`config.mk`:
```
export PLATFORM = sky130hd
export DESIGN_NAME = tti_mark_mem
export DESIGN_NICKNAME = d
export VERILOG_FILES = /design/src/design/tti_pkg.sv /design/src/design/tti_mark_mem.sv
export SDC_FILE = /design/constraint.sdc
export NUM_CORES = 1
export LEC_CHECK = 0
export BUFFER_PORTS_ARGS = -buffer_cell sky130_fd_sc_hd__buf_2
export CORE_UTILIZATION = 60
export CTS_CLUSTER_DIAMETER = 40
export CTS_CLUSTER_SIZE = 40
export DETAILED_ROUTE_END_ITERATION = 10
export GPL_ROUTABILITY_DRIVEN = 0
export PLACE_DENSITY = 0.76
export SETUP_SLACK_MARGIN = 0.05
export SYNTH_ARGS = -nofsm -noshare
export SYNTH_HDL_FRONTEND = slang
export SYNTH_SLANG_ARGS = --single-unit
```
`constraint.sdc`:
```
create_clock -name clk -period 13.7 [get_ports clk]
set_input_delay 1.37 -clock clk [delete_from_list [all_inputs] [get_ports clk]]
set_output_delay 1.37 -clock clk [all_outputs]
set_load 0.02 [all_outputs]
```
`src/design/tti_pkg.sv`:
```
// shared constants for the trie insert and lookup block
// no dependencies; imported by every module of the block
`default_nettype none

package tti_pkg;

    localparam int unsigned MAX_NODES_DEF = 256;
    localparam int unsigned SYMBOLS       = 256;
    localparam int unsigned SYM_W         = 8;

    localparam logic FUNC_INSERT = 1'b0;
    localparam logic FUNC_LOOKUP = 1'b1;

endpackage

`default_nettype wire

```
`src/design/tti_mark_mem.sv`:
```
// end-of-word marks: one synchronous ram, one bit per node
// sweeps every mark to zero after reset; depends on tti_pkg
`default_nettype none

module tti_mark_mem
    import tti_pkg::*;
#(
    parameter int unsigned MAX_NODES = MAX_NODES_DEF
)
(
    input  wire logic                         clk,
    input  wire logic                         rst_n,
    input  wire logic                         rd_en,
    input  wire logic                         wr_en,
    input  wire logic [$clog2(MAX_NODES)-1:0] addr,
    output logic                              rdata,
    output logic                              busy
);

    localparam int unsigned NW = $clog2(MAX_NODES);

    logic          mem [MAX_NODES];
    logic          rdata_reg;
    logic [NW-1:0] clr_addr_reg;
    logic          clearing_reg;

    always_ff @(posedge clk or negedge rst_n)
    begin
        if (!rst_n)
        begin
            clr_addr_reg <= '0;
            clearing_reg <= 1'b1;
        end
        else if (clearing_reg)
        begin
            if (clr_addr_reg == NW'(MAX_NODES - 1))
            begin
                clearing_reg <= 1'b0;
            end
            clr_addr_reg <= clr_addr_reg + 1'b1;
        end
    end

    always_ff @(posedge clk)
    begin
        if (clearing_reg)
        begin
            mem[clr_addr_reg] <= 1'b0;
        end
        else if (wr_en)
        begin
            mem[addr] <= 1'b1;
        end
        if (rd_en)
        begin
            rdata_reg <= mem[addr];
        end
    end

    assign rdata = rdata_reg;
    assign busy  = clearing_reg;

endmodule

`default_nettype wire

```
== Word-level counts from Yosys, hierarchy flattened ==
Memories as Yosys holds them, arrays and structs flattened. A register that Yosys moved wholly into a read port is not among the register bits.
Cells that the tools add are included.

* Bits of input ports: 12
* Logic and storage cells: 16
* RAM bits: 256
* Memories kept: 1
* Register bits after elaboration: 9

{| class="wikitable"
|+ Memory list
! memory !! words !! width !! rd ports !! clocked after Yosys merged registers in !! write ports !! line !! source
|-
| mem || 256 || 1 || 1 || 1 || 1 || tti_mark_mem.sv:22 || <nowiki>logic mem [MAX_NODES];</nowiki>
|}

* Equality and inequality tests: 1
* Reductions and logical operators: 1
* Add/subtract/negate cells: 1
* Multiplexer cells: 10

{| class="wikitable"
|+ Operators with widths
! kind !! count
|-
| $mux 1 || 9
|-
| $add 8x1->8 const B || 1
|-
| $eq 8x8->1 const B || 1
|-
| $mux 8 || 1
|-
| $reduce_or 1->1 || 1
|}

== Longest topological paths before layout ==
* Word-level depth: 5
* Depth in mapped cells: 10

== Least setup slack after synthesis ==
No wires, ideal clock.

* Path type: in2reg
* Start point: input port wr_en
* End point: memory mem[105], enable pin
* Setup time: 254 ps
* Path buffers: 2
* Slack: 6187 ps
* Stages on the path: 7
* Arrival: 7259 ps
* Cell sequence: nand2_1 > inv_1 > clkbuf_1 > o21ai_1 > nand3_1 > clkbuf_1 > nor2_1

* Cells in the longest elaborated chain, start to end: 5
* Elaborated cells on any way between the ends: 6
* Classes of those cells: mux: 5; reduce/logical: 1

{| class="wikitable"
|+ Ends and longest elaborated chain
! item !! line !! source
|-
| from (decl) || tti_mark_mem.sv:14 || <nowiki>input wire logic wr_en,</nowiki>
|-
| $mux 1 * || tti_mark_mem.sv:50 || <nowiki>else if (wr_en)</nowiki>
|-
| $mux 1 * || tti_mark_mem.sv:46 || <nowiki>if (clearing_reg)</nowiki>
|-
| $mux 1 (implied by the code) * || tti_mark_mem.sv:52 || <nowiki>mem[addr] <= 1'b1;</nowiki>
|-
| $reduce_or 1->1 (no line) || - ||
|-
| $mux 8 (no line) or $mux 1 (tied branches) || - ||
|-
| to (decl) || tti_mark_mem.sv:22 ||
|}

Every way passes the cells marked *; elsewhere a longest branch is shown, timed or not.

== Final worst setup path ==
* Start point: input port wr_en
* End point: memory mem[56], enable pin

Same word-level chain as after synthesis.

==> qor.yml <==
dieHeight_um: 142.4
clock_sinks: 266
diodes: 0
hold_path.class: "flip-flop to flip-flop"
coreArea_mm2: 0.01902
tightestPinTransition_ns: 1.187
setup_tns_ns: 0
via_per_inst: 6.462
cts_made_buffers: 35
h-tree-depth: 2
critical_path.slowest_cell: "buf_4"
max_freq_mhz: 216.4
dr_total_vias: 7457
synth.distinct_cells: 46
portBuffers: 13
drive_gt1_frac: 0.1298
rows: 50
startpoint: "wr_en"
ios: 14
grt_use_total: 0.2786
drc: 0
leakage_nw: 4.121
die_w_um: 142.4
grt_pass1_vias: 7464
hold_viol_final: 0
ctsHoldBuffers: 0
min_period_ns: 4.621
crit_path_end: "mem[56]"
largest_reg_flops: 256
drv_slew: 0
path_depth: 8
peakVddDrop_mv: 0.1450
worstPathArrival_ns: 4.83
clock_path_buffers: 3
powerDensity_mw_per_mm2: 143.3
cp_num_buf_inv: 3
slew_headroom: 0.2085
crit_required_ns: 13.91
clk-insertion-delay-late_ns: 0.52
antenna_found_initial: 0
ys_warn_count: 0
synth_edf_count: 257
dp_cells: 1092
synth_area_per_cell_um2: 13.44
setup-violations-final: 0
overflow: 0
grt_setup_unrepaired: "false"
layout_common_cells: "nor2_1, edfxtp_1, mux2i_1"
netlist_area_mm2: 0.01182
drt_iter0_markers: 1054
final_nets: 882
path_delay_family: "buffers and inverters"
reg2reg_depth: 6
worstPathCellList: "buf_2 > nand2_1 > inv_6 > buf_4 > nand2_1 > o31ai_1 > nand2_1 > nor2_1"
placed_cell_area_mm2: 0.01195
finClkSkew_ns: 0.02201
status: "finished, final reports clean"
routedWlPerCell_um: 23.32
root_buffer: "clkbuf_16"
yosysTopAreaCell: "edfxtp_1"
maxCapViolCount: 0
synth-main-ff-cell: "edfxtp_1"
finalNonFillerCells: 1154
tritoncts: "yes"
ys_ff_latch: 266
dpl.hpwl_mm: 15.85
min_period_over_period: 0.3373
syn_nets: 893
start_kind: "input port"
final_area_mm2: 0.01310
worstSetupEndpointType: "flip-flop"
clk_pin_slew_ns: 0.06
finalWirelength_mm: 26.91
synthesis.instances: 880
reg2reg_slack_ns: 9.40
area_growth_syn_to_layout_pct: 10.78
r2r_start: "busy"
cts_resized: 0
grt_start_max_net_pins: 138
yosysTopAreaCellShare: 0.6527
reg2reg_to: "mem[131]"
ant_nets: 0
seq_area_frac_synth: 0.6719
layout_commonest_cell: "nor2_1"
firstDrtPassIters: 6
synth.area.top_cells: "edfxtp_1, nor2_1, mux4_2"
grt_pass1_wl_mm: 41.34
die_area_mm2: 0.02027
critical_path_class: "input port to flip-flop"
ys_async_sr_fraction: 0.03383
postCtsSetupBuffers: 0
start_util: 0.6217
cp_common_cell: "nand2_1"
critical_path.max_fanout: 137
final_util: 0.6888
cpPeakStageDelay_ns: 1.00
[Yosys cell counts (all sizes together) (2+ instances only)]
| master | count |
|---|---|
| xor2 | 2 |
| mux4 | 41 |
| inv | 4 |
| nand4 | 4 |
| edfxtp | 257 |
| mux2i | 56 |
| xnor2 | 5 |
| nand2 | 44 |
| nand3 | 26 |
| nor2 | 268 |
| o211ai | 3 |
| a22o | 6 |
| dfrtp | 8 |
| a22oi | 2 |
| o22ai | 23 |
| clkbuf | 38 |
| o2111ai | 2 |
| buf | 26 |
| nor4 | 6 |
| o21ai | 19 |
| nor3 | 2 |
| nand3b | 9 |
| mux2 | 2 |
| nand2b | 8 |
| o31ai | 5 |
| nor2b | 2 |
[logic make-up after synthesis]
logic type,after synthesis,share of synthesized area
adders and majority gates,1,0.001058
and+or+nand+nor,373,0.1295
xor gates and xnor gates,7,0.005185
AOI/OAI and AO/OA,66,0.03693
DFF,266,0.6719
muxes,99,0.1290
buffers and inverters,68,0.02645
[stage by stage]
step / hold slack (ns) / setup WS, ns / total power [mW]
3_5_place_dp: 0.5597 / 8.625 / 0.9936
6_report: 0.5830 / 9.079 / 1.877
3_3_place_gp: 0.5438 / 8.909 / 0.9916
4_1_cts: 0.5712 / 9.123 / 1.877
2_1_floorplan: 0.5179 / 6.187 / 0.9735
5_1_grt: 0.5870 / 8.838 / 1.916
[final cells by class]
cell class,instances,area [um2]
sequential,266,7944
fill,1335,5919
multi-input combinational,546,3567
clock buffer,37,883.3
tap,260,325.3
clock inverter,25,266.5
timing repair buffer,16,92.59
inverter,4,20.02
[worst min-delay path by stage]
stage	start	to	slack, ns	cells after the start
finish	busy	busy	0.58	2
CTS	busy	busy	0.57	2
detailed placement	busy	busy	0.56	2
global route	busy	busy	0.59	2
floorplan	clr_addr_reg[7]	clr_addr_reg[7]	0.52	1
global placement	busy	busy	0.54	2
[per-layer routing]
layer	wire (um)	track usage	share of wire	vias up
met5	0	0	0	-
li1	-	-	-	3226
met1	10280	0.3648	0.38	3743
met3	2513	0.05384	0.093	66
met4	639	0.09847	0.024	0
met2	13470	0.4685	0.50	422
[power by group]
group,internal [mW],switching [mW],total [mW]
Sequential,0.893,0.000295,0.893
Clock,0.538,0.361,0.899
Combinational,0.0261,0.0585,0.0847
[worst reg2reg max path: stages (launching register included)]
cell and delay [ns]:
dfstp_2 0.62, inv_2 0.09, nand2_1 0.52, inv_6 0.45, o31ai_1 1.02, nand3_1 0.89, nor2_1 0.40
(Power assumes the default switching activity.)
